File: src/hw/rtl/cdc_pkg.sv
// ----------------------------------------------------------------------------
// Calendar date counter package
// Shared types, command and status codes, calendar tables and the
// reciprocal constants used by the shared constant multiplier.
// ----------------------------------------------------------------------------
package cdc_pkg;

   // Command codes on req_cmd. Codes above CMD_QUERY behave as a query.
   localparam logic [2:0] CMD_SET   = 3'd0;
   localparam logic [2:0] CMD_NEXT  = 3'd1;
   localparam logic [2:0] CMD_PREV  = 3'd2;
   localparam logic [2:0] CMD_ADD   = 3'd3;
   localparam logic [2:0] CMD_QUERY = 3'd4;

   // Status codes on rsp_status.
   localparam logic [1:0] ST_OK        = 2'd0;
   localparam logic [1:0] ST_BAD_MONTH = 2'd1;
   localparam logic [1:0] ST_BAD_DAY   = 2'd2;
   localparam logic [1:0] ST_BAD_YEAR  = 2'd3;

   // Reciprocals: x / 100 = (x * 5243) >> 19 for x below 2**14,
   // x / 7 = (x * 37450) >> 18 for x below 2**15.
   localparam logic [15:0] RECIP_100 = 16'd5243;
   localparam logic [15:0] RECIP_7   = 16'd37450;

   typedef enum logic [0:0] {
      MUL_DIV100,
      MUL_DIV7
   } mul_sel_type;

   typedef enum logic [3:0] {
      S_IDLE,
      S_LQ,
      S_LEAP,
      S_WALK,
      S_WQ,
      S_WSUM,
      S_W7,
      S_WMOD
   } state_type;

   // Length of a month in a common year.
   function automatic logic [4:0] month_days(input logic [3:0] m);
      logic [4:0] d;
      unique case (m)
         4'd2:                      d = 5'd28;
         4'd4, 4'd6, 4'd9, 4'd11:   d = 5'd30;
         default:                   d = 5'd31;
      endcase
      return d;
   endfunction

   // Days before the first of a month in a common year.
   function automatic logic [8:0] days_before(input logic [3:0] m);
      logic [8:0] d;
      unique case (m)
         4'd2:    d = 9'd31;
         4'd3:    d = 9'd59;
         4'd4:    d = 9'd90;
         4'd5:    d = 9'd120;
         4'd6:    d = 9'd151;
         4'd7:    d = 9'd181;
         4'd8:    d = 9'd212;
         4'd9:    d = 9'd243;
         4'd10:   d = 9'd273;
         4'd11:   d = 9'd304;
         4'd12:   d = 9'd334;
         default: d = 9'd0;
      endcase
      return d;
   endfunction

   // Month term of Zeller's congruence, (13 * m + 8) / 5, with January and
   // February counted as months 13 and 14 of the previous year.
   function automatic logic [5:0] zeller_term(input logic [3:0] m);
      logic [5:0] z;
      unique case (m)
         4'd1:    z = 6'd35;
         4'd2:    z = 6'd38;
         4'd3:    z = 6'd9;
         4'd4:    z = 6'd12;
         4'd5:    z = 6'd14;
         4'd6:    z = 6'd17;
         4'd7:    z = 6'd19;
         4'd8:    z = 6'd22;
         4'd9:    z = 6'd25;
         4'd10:   z = 6'd27;
         4'd11:   z = 6'd30;
         default: z = 6'd32;
      endcase
      return z;
   endfunction

endpackage

File: src/hw/rtl/cdc_mul.sv
// ----------------------------------------------------------------------------
// Shared constant multiplier
// Multiplies an operand by one of the package reciprocals; the product is
// registered, so it is read in the cycle after the operand is presented.
// ----------------------------------------------------------------------------
module cdc_mul (
   input  logic                clock,
   input  logic [14:0]         op_a,
   input  cdc_pkg::mul_sel_type sel,
   output logic [30:0]         prod
);
   import cdc_pkg::*;

   logic [15:0] recip;
   logic [30:0] prod_ff;
   logic [30:0] prod_in;

   always_comb begin
      unique case (sel)
         MUL_DIV100: recip = RECIP_100;
         MUL_DIV7:   recip = RECIP_7;
         default:    recip = RECIP_100;
      endcase
      prod_in = {16'd0, op_a} * {15'd0, recip};
   end

   always_ff @(posedge clock) begin
      prod_ff <= prod_in;
   end

   assign prod = prod_ff;

endmodule

File: src/hw/rtl/calendar_date_counter.sv
// ----------------------------------------------------------------------------
// Calendar date counter
// Holds one Gregorian date and runs one command per word: set, next day,
// previous day, add days or query, answering with date, weekday, day of
// year, leap flag and status.
// ----------------------------------------------------------------------------
//
//   Channel  Handshake              Payload
//   request  start high, busy low   req_cmd, req_year, req_month, req_amount
//   result   rsp_strobe, one cycle  rsp_cur_year .. rsp_status
//
// A word moves through a small sequencer. The date walk moves one whole month per cycle,
// but a valid set, and each change of year, passes through S_LQ and S_LEAP while the shared
// multiplier finds the leap flag. The weekday takes four more steps on that multiplier
// (divide by 100, sum, divide by 7, remainder) in S_WQ, S_WSUM, S_W7 and S_WMOD.
// A rejected set skips the walk. Reset loads 1 January 1970 and idles. The receiver cannot
// stall: rsp_strobe is high for a single cycle and the payload holds until the next result.
//
module calendar_date_counter #(
   parameter int MAX_YEAR = 9999
) (
   input  logic               clock,
   input  logic               reset,
   input  logic               start,
   output logic               busy,
   input  logic [2:0]         req_cmd,
   input  logic [13:0]        req_year,
   input  logic [3:0]         req_month,
   input  logic signed [15:0] req_amount,
   output logic               rsp_strobe,
   output logic [13:0]        rsp_cur_year,
   output logic [3:0]         rsp_cur_month,
   output logic [4:0]         rsp_cur_day,
   output logic [2:0]         rsp_weekday,
   output logic [8:0]         rsp_year_day,
   output logic               rsp_leap,
   output logic [1:0]         rsp_status
);
   import cdc_pkg::*;

   localparam logic [13:0] MaxYear = 14'(MAX_YEAR);

   // Sequencer state.
   state_type state_ff, state_in;

   // Working date during the month walk. The day is signed and may lie far
   // outside the month until the walk has brought it home.
   logic [13:0]        wy_ff, wy_in;
   logic [3:0]         wm_ff, wm_in;
   logic signed [16:0] wd_ff, wd_in;
   logic               wleap_ff, wleap_in;

   // Stored date and its leap flag.
   logic [13:0] date_year_ff, date_year_in;
   logic [3:0]  date_month_ff, date_month_in;
   logic [4:0]  date_day_ff, date_day_in;
   logic        date_leap_ff, date_leap_in;

   logic [1:0]  status_ff, status_in;

   // Weekday working registers: the Zeller year and the running sum.
   logic [13:0] wk_year_ff, wk_year_in;
   logic [14:0] sum_ff, sum_in;

   // Result registers.
   logic        rsp_strobe_ff, rsp_strobe_in;
   logic [13:0] rsp_cur_year_ff, rsp_cur_year_in;
   logic [3:0]  rsp_cur_month_ff, rsp_cur_month_in;
   logic [4:0]  rsp_cur_day_ff, rsp_cur_day_in;
   logic [2:0]  rsp_weekday_ff, rsp_weekday_in;
   logic [8:0]  rsp_year_day_ff, rsp_year_day_in;
   logic        rsp_leap_ff, rsp_leap_in;
   logic [1:0]  rsp_status_ff, rsp_status_in;

   // Shared multiplier.
   logic [14:0] mul_a;
   mul_sel_type mul_sel;
   logic [30:0] mul_prod;

   // Combinational helpers.
   logic [4:0]         dim;
   logic [3:0]         prev_m;
   logic [4:0]         prev_dim;
   logic signed [16:0] step_n;
   logic [7:0]         q100;
   logic [14:0]        q100_x100;
   logic [11:0]        q7;
   logic [14:0]        q7_x7;
   logic [14:0]        rem7;
   logic [13:0]        wk_year_now;

   cdc_mul u_mul (
      .clock (clock),
      .op_a  (mul_a),
      .sel   (mul_sel),
      .prod  (mul_prod)
   );

   always_ff @(posedge clock) begin
      if (reset) begin
         state_ff      <= S_IDLE;
         date_year_ff  <= 14'd1970;
         date_month_ff <= 4'd1;
         date_day_ff   <= 5'd1;
         date_leap_ff  <= 1'b0;
         rsp_strobe_ff <= 1'b0;
      end else begin
         state_ff      <= state_in;
         date_year_ff  <= date_year_in;
         date_month_ff <= date_month_in;
         date_day_ff   <= date_day_in;
         date_leap_ff  <= date_leap_in;
         rsp_strobe_ff <= rsp_strobe_in;
      end
   end

   always_ff @(posedge clock) begin
      wy_ff            <= wy_in;
      wm_ff            <= wm_in;
      wd_ff            <= wd_in;
      wleap_ff         <= wleap_in;
      status_ff        <= status_in;
      wk_year_ff       <= wk_year_in;
      sum_ff           <= sum_in;
      rsp_cur_year_ff  <= rsp_cur_year_in;
      rsp_cur_month_ff <= rsp_cur_month_in;
      rsp_cur_day_ff   <= rsp_cur_day_in;
      rsp_weekday_ff   <= rsp_weekday_in;
      rsp_year_day_ff  <= rsp_year_day_in;
      rsp_leap_ff      <= rsp_leap_in;
      rsp_status_ff    <= rsp_status_in;
   end

   always_comb begin
      // Hold everything unless the current step says otherwise.
      state_in         = state_ff;
      wy_in            = wy_ff;
      wm_in            = wm_ff;
      wd_in            = wd_ff;
      wleap_in         = wleap_ff;
      date_year_in     = date_year_ff;
      date_month_in    = date_month_ff;
      date_day_in      = date_day_ff;
      date_leap_in     = date_leap_ff;
      status_in        = status_ff;
      wk_year_in       = wk_year_ff;
      sum_in           = sum_ff;
      rsp_strobe_in    = 1'b0;
      rsp_cur_year_in  = rsp_cur_year_ff;
      rsp_cur_month_in = rsp_cur_month_ff;
      rsp_cur_day_in   = rsp_cur_day_ff;
      rsp_weekday_in   = rsp_weekday_ff;
      rsp_year_day_in  = rsp_year_day_ff;
      rsp_leap_in      = rsp_leap_ff;
      rsp_status_in    = rsp_status_ff;
      mul_a            = 15'd0;
      mul_sel          = MUL_DIV100;

      // Length of the working month, and of the month before it. The month
      // before only sees February when no year wrap happens, so the current
      // leap flag is the right one for it too.
      dim      = month_days(wm_ff) + {4'd0, (wm_ff == 4'd2) && wleap_ff};
      prev_m   = (wm_ff == 4'd1) ? 4'd12 : wm_ff - 4'd1;
      prev_dim = month_days(prev_m) + {4'd0, (prev_m == 4'd2) && wleap_ff};

      // Quotients from the registered product.
      q100      = mul_prod[26:19];
      q100_x100 = {1'b0, q100, 6'd0} + {2'b0, q100, 5'd0} + {5'b0, q100, 2'd0};
      q7        = mul_prod[29:18];
      q7_x7     = {q7, 3'd0} - {3'd0, q7};
      rem7      = sum_ff - q7_x7;

      // Zeller counts January and February in the year before.
      wk_year_now = (date_month_ff <= 4'd2) ? date_year_ff - 14'd1 : date_year_ff;

      unique case (req_cmd)
         CMD_NEXT: step_n = 17'sd1;
         CMD_PREV: step_n = -17'sd1;
         CMD_ADD:  step_n = {req_amount[15], req_amount};
         default:  step_n = 17'sd0;
      endcase

      unique case (state_ff)
         S_IDLE: begin
            if (start) begin
               status_in = ST_OK;
               wy_in     = date_year_ff;
               wm_in     = date_month_ff;
               wleap_in  = date_leap_ff;
               wd_in     = $signed({12'd0, date_day_ff}) + step_n;
               state_in  = S_WALK;
               if (req_cmd == CMD_SET) begin
                  priority if (req_month == 4'd0 || req_month > 4'd12) begin
                     status_in = ST_BAD_MONTH;
                     state_in  = S_WQ;
                  end else if (req_amount < 16'sd1) begin
                     status_in = ST_BAD_DAY;
                     state_in  = S_WQ;
                  end else if (req_year == 14'd0 || req_year > MaxYear) begin
                     status_in = ST_BAD_YEAR;
                     state_in  = S_WQ;
                  end else begin
                     // A new year needs its leap flag before the walk.
                     wy_in    = req_year;
                     wm_in    = req_month;
                     wd_in    = {req_amount[15], req_amount};
                     state_in = S_LQ;
                  end
               end
            end
         end

         S_LQ: begin
            mul_a    = {1'b0, wy_ff};
            mul_sel  = MUL_DIV100;
            state_in = S_LEAP;
         end

         S_LEAP: begin
            // Divisible by 4, and either not by 100 or also by 400.
            wleap_in = (wy_ff[1:0] == 2'd0)
                       && ((q100_x100 != {1'b0, wy_ff}) || (q100[1:0] == 2'd0));
            state_in = S_WALK;
         end

         S_WALK: begin
            priority if (wd_ff > $signed({12'd0, dim})) begin
               // Past the month's end: move on to the next month.
               if (wm_ff == 4'd12) begin
                  if (wy_ff == MaxYear) begin
                     status_in = ST_BAD_YEAR;
                     state_in  = S_WQ;
                  end else begin
                     wd_in    = wd_ff - $signed({12'd0, dim});
                     wm_in    = 4'd1;
                     wy_in    = wy_ff + 14'd1;
                     state_in = S_LQ;
                  end
               end else begin
                  wd_in = wd_ff - $signed({12'd0, dim});
                  wm_in = wm_ff + 4'd1;
               end
            end else if (wd_ff < 17'sd1) begin
               // Before the first: move back a month and add its length.
               if (wm_ff == 4'd1) begin
                  if (wy_ff == 14'd1) begin
                     status_in = ST_BAD_YEAR;
                     state_in  = S_WQ;
                  end else begin
                     wd_in    = wd_ff + $signed({12'd0, prev_dim});
                     wm_in    = prev_m;
                     wy_in    = wy_ff - 14'd1;
                     state_in = S_LQ;
                  end
               end else begin
                  wd_in = wd_ff + $signed({12'd0, prev_dim});
                  wm_in = prev_m;
               end
            end else begin
               // The day lies within the month: the walk is done.
               date_year_in  = wy_ff;
               date_month_in = wm_ff;
               date_day_in   = wd_ff[4:0];
               date_leap_in  = wleap_ff;
               state_in      = S_WQ;
            end
         end

         S_WQ: begin
            wk_year_in = wk_year_now;
            mul_a      = {1'b0, wk_year_now};
            mul_sel    = MUL_DIV100;
            state_in   = S_WSUM;
         end

         S_WSUM: begin
            sum_in = {1'b0, wk_year_ff} + {3'd0, wk_year_ff[13:2]}
                     - {7'd0, q100} + {9'd0, q100[7:2]}
                     + {9'd0, zeller_term(date_month_ff)} + {10'd0, date_day_ff};
            state_in = S_W7;
         end

         S_W7: begin
            mul_a    = sum_ff;
            mul_sel  = MUL_DIV7;
            state_in = S_WMOD;
         end

         S_WMOD: begin
            rsp_strobe_in    = 1'b1;
            rsp_cur_year_in  = date_year_ff;
            rsp_cur_month_in = date_month_ff;
            rsp_cur_day_in   = date_day_ff;
            rsp_weekday_in   = rem7[2:0];
            rsp_year_day_in  = days_before(date_month_ff) + {4'd0, date_day_ff}
                               + {8'd0, date_leap_ff && (date_month_ff > 4'd2)};
            rsp_leap_in      = date_leap_ff;
            rsp_status_in    = status_ff;
            state_in         = S_IDLE;
         end

         default: begin
            state_in = S_IDLE;
         end
      endcase
   end

   assign busy          = (state_ff != S_IDLE);
   assign rsp_strobe    = rsp_strobe_ff;
   assign rsp_cur_year  = rsp_cur_year_ff;
   assign rsp_cur_month = rsp_cur_month_ff;
   assign rsp_cur_day   = rsp_cur_day_ff;
   assign rsp_weekday   = rsp_weekday_ff;
   assign rsp_year_day  = rsp_year_day_ff;
   assign rsp_leap      = rsp_leap_ff;
   assign rsp_status    = rsp_status_ff;

endmodule
File: config.mk
export PLATFORM = sky130hd
export DESIGN_NAME = calendar_date_counter
export DESIGN_NICKNAME = d
export VERILOG_FILES = /design/src/hw/rtl/cdc_pkg.sv /design/src/hw/rtl/cdc_mul.sv /design/src/hw/rtl/calendar_date_counter.sv
export SDC_FILE = /design/constraint.sdc
export NUM_CORES = 1
export LEC_CHECK = 0
export ABC_AREA = 1
export BUFFER_PORTS_ARGS = -buffer_cell sky130_fd_sc_hd__buf_2
export CAP_MARGIN = 15
export CORE_UTILIZATION = 45
export CTS_CLUSTER_DIAMETER = 40
export CTS_CLUSTER_SIZE = 40
export DETAILED_ROUTE_END_ITERATION = 10
export GPL_ROUTABILITY_DRIVEN = 1
export PLACE_DENSITY = 0.64
export SYNTH_ARGS = -nofsm -noshare
export SYNTH_HDL_FRONTEND = slang
export SYNTH_SLANG_ARGS = --single-unit
export TNS_END_PERCENT = 20
File: constraint.sdc
create_clock -name clock -period 16.05 [get_ports clock]
set_input_delay 3.21 -clock clock [delete_from_list [all_inputs] [get_ports clock]]
set_output_delay 3.21 -clock clock [all_outputs]
set_load 0.005 [all_outputs]
==> results.tsv <==
stage	metric	value	unit
critical_path	timing.rr.start	date_month_ff[2]$_SDFFE_PP0P_	
sta	slew-limit-headroom	0.301	
clock_network	numCtsBuffers	17	
place	gp_congestion	0.919	
yosys	avgSynthCellArea	8.14	um2
layout	num-nets-final	2437	
clock_network	cts_resized	0	
global_routing	grt_pass1_wl	68.0	mm
critical_path	cp-startpoint	date_month_ff[2]$_SDFFE_PP0P_	
global_routing	grt_max_degree	54	
place	dp_hpwl	35.4	mm
drt	wl_per_cell	16.8	um
sta	hold_violations	0	
critical_path	slowest_delay	0.51	ns
yosys	synth_top_area_frac	0.194	
layout	antenna_cells	0	
yosys	synthTopCellsByCount	inv_1, nand2_1, ha_1	
global_routing	grt-busiest-layer	met2	
global_routing	gr-total-overflow	0	
die	die_w	192	um
drt	routed_via_density	5.25	
critical_path	worstPathArrival	7.25	ns
sta	tns	0	ns
yosys	ys.flop_type	edfxtp_1	
sta	finClkSkew	0.0115	ns
critical_path	crit_slowest_cell	fa_1	
yosys	yosysMostFrequentCell	inv_1	
global_routing	use_met1	0.303	
sta	timing.fmax	145	MHz
drt	firstDrtPassIters	5	
clock_network	cts_hold_buffers	0	
clock_network	clk_path_buf_depth	2	
sta	fin_crit	6.92	ns
place	placed_area	17200	um2
yosys	ys_async_sr_fraction	0	
drt	drc	0	
clock_network	cts_root_buf	clkbuf_16	
worst_hold_path	hold_path.startpoint	status_ff[0]$_SDFFCE_PP1P_	
layout	drive_above_1_share	0.0820	
drt	drt_iter0_drc	919	
critical_path	start_kind	flop	
critical_path	path_class	flop to flop	
die	core-area	35600	um2
worst_hold_path	hp-class	flop to flop	
sta	slew_violations	0	
yosys	synthCells	2000	
yosys	synth_area	16300	um2
clock_network	insertion_delay	0.44	ns
run_status	status	finished clean	
sta	rsz0062_at_grt	no	
clock_network	cts.sinks	157	
layout	area_delta_synth_final	8.99	%
die	die_h	192	um
drt	routed_wl	42.8	mm
global_routing	met3_usage	0.0258	
drt	vias	13384	
clock_network	cts_tree	built	
layout	n_fill_cell	3454	
global_routing	grt_usage	0.240	
yosys	synth-seq-area-share	0.258	
sta	whs	0.426	ns
die	num_io_pins	80	
yosys	yosysTopAreaCell	edfxtp_1	
die	rows	69	
layout	fin_area	17700	um2
global_routing	grt_pass1_vias	13139	
yosys	yosys-top-cells-area	edfxtp_1, ha_1, fa_1, inv_1, nand2_1	
critical_path	end_kind	flop	
global_routing	antenna_found_initial	0	
die	start_util	0.458	
sta	period_share	0.431	
global_routing	use_met2	0.428	
sta	setup_viol	0	
sta	tightest_slew	1.05	ns
yosys	ys_ff_latch	157	
flow_run	maxCapViolations	0	
critical_path	cp_max_fo	5	
yosys	yosysWarnings	0	
critical_path	crit_required	16.38	ns
place	port_buffers	79	
clock_network	cts_htree_levels	4	
die	die_area	36900	um2
yosys	synth_cell_types	56	
clock_network	path_clk_slew	0.07	ns
drt	ant_nets	0	
yosys	synth_edf_count	105	
clock_network	post_cts_buffers	0	
-- layer usage --
layer  vias to the layer above  routed length (um)
li1                       6612                   -
met1                      6395               18400
met2                       324               21700
met3                        53                1500
met4                         0                1120
met5                         -                   0
-- registers in the layout, summed over array words and instances (netlist names), 4 cells and up, named ones only --
| name | count |
|---|---|
| rsp_cur_year | 14 |
| rsp_cur_month | 4 |
| sum_ff | 15 |
| date_month_ff | 4 |
| wm_ff | 4 |
| wk_year_ff | 14 |
| rsp_cur_day | 5 |
| date_year_ff | 14 |
| u_mul.prod | 9 |
| wy_ff | 14 |
| wd_ff | 17 |
| date_day_ff | 5 |
| rsp_year_day | 9 |
-- final cells by class --
type	count	area (um2)	area share
Timing Repair Buffer	87	462	0.0260
Tap cell	461	577	0.0325
Inverter	411	1550	0.0871
Clock buffer	19	453	0.0255
Clock inverter	13	104	0.00586
Sequential cell	157	4190	0.236
Multi-Input combinational cell	1399	10400	0.586
-- worst max-delay path: cells and delay by family, from the launching register on --
kind            cells  cell delay [ns]
compound gates      7             1.18
xor+xnor            2             0.29
fa+ha+maj           7             3.17
buf+inv             6             0.70
flops               1             0.32
simple gates        8             1.14
-- path summary, 6_finish.rpt --
| check | to | slack (ns) | cells after the start |
|---|---|---|---|
| worst min-delay path | rsp_status[0]$_DFFE_PP_ | 0.43 | 0 |
| worst max-delay path | u_mul.prod[24]$_DFF_P_ | 9.13 | 30 |
| worst min register to register | rsp_status[0]$_DFFE_PP_ | 0.43 | 0 |
| worst max register to register | u_mul.prod[24]$_DFF_P_ | 9.13 | 30 |
-- metrics by stage --
| step | util | worst slack [ns] | cells |
|---|---|---|---|
| detailed placement | 0.483 | 9.21 | 2514 |
| global placement | 0.483 | 9.21 | 2514 |
| finish | 0.499 | 9.13 | 2547 |
| floorplan | - | 9.87 | 2007 |
| global route | 0.499 | 8.60 | 2547 |
| CTS | 0.498 | 9.16 | 2546 |
-- logic make-up after synthesis --
| kind of cell | Yosys count | share of synthesized area |
|---|---|---|
| and+or+nand+nor | 682 | 0.181 |
| adders and majority gates | 324 | 0.306 |
| DFF | 157 | 0.258 |
| buffers and inverters | 451 | 0.106 |
| muxes | 1 | 0.000615 |
| xor gates and xnor gates | 75 | 0.0404 |
| AOI/OAI and AO/OA | 308 | 0.107 |
| other | 2 | 0.000461 |
-- layout by cell type, fill, tap and decap left out, types with 5 or more instances in the layout --
cell type and n:
nor3_1 25, o211ai_1 22, buf_4 7, conb_1 9, inv_1 391, xor2_1 54
fa_1 124, buf_2 79, o22ai_1 6, xnor2_1 21, a21o_1 7, nand2_2 7
o21bai_1 5, nor2_1 148, nand4_1 29, o221ai_1 5, nand3_1 88, ha_1 200
a31oi_1 11, and2_1 5, clkbuf_16 17, inv_2 18, edfxtp_1 105, o21ai_0 131
nand2_1 349, a21oi_1 100, dfxtp_1 52
Power is not shown: default switching activity piles up to over one toggle a cycle in this logic, so the estimate is an artifact.
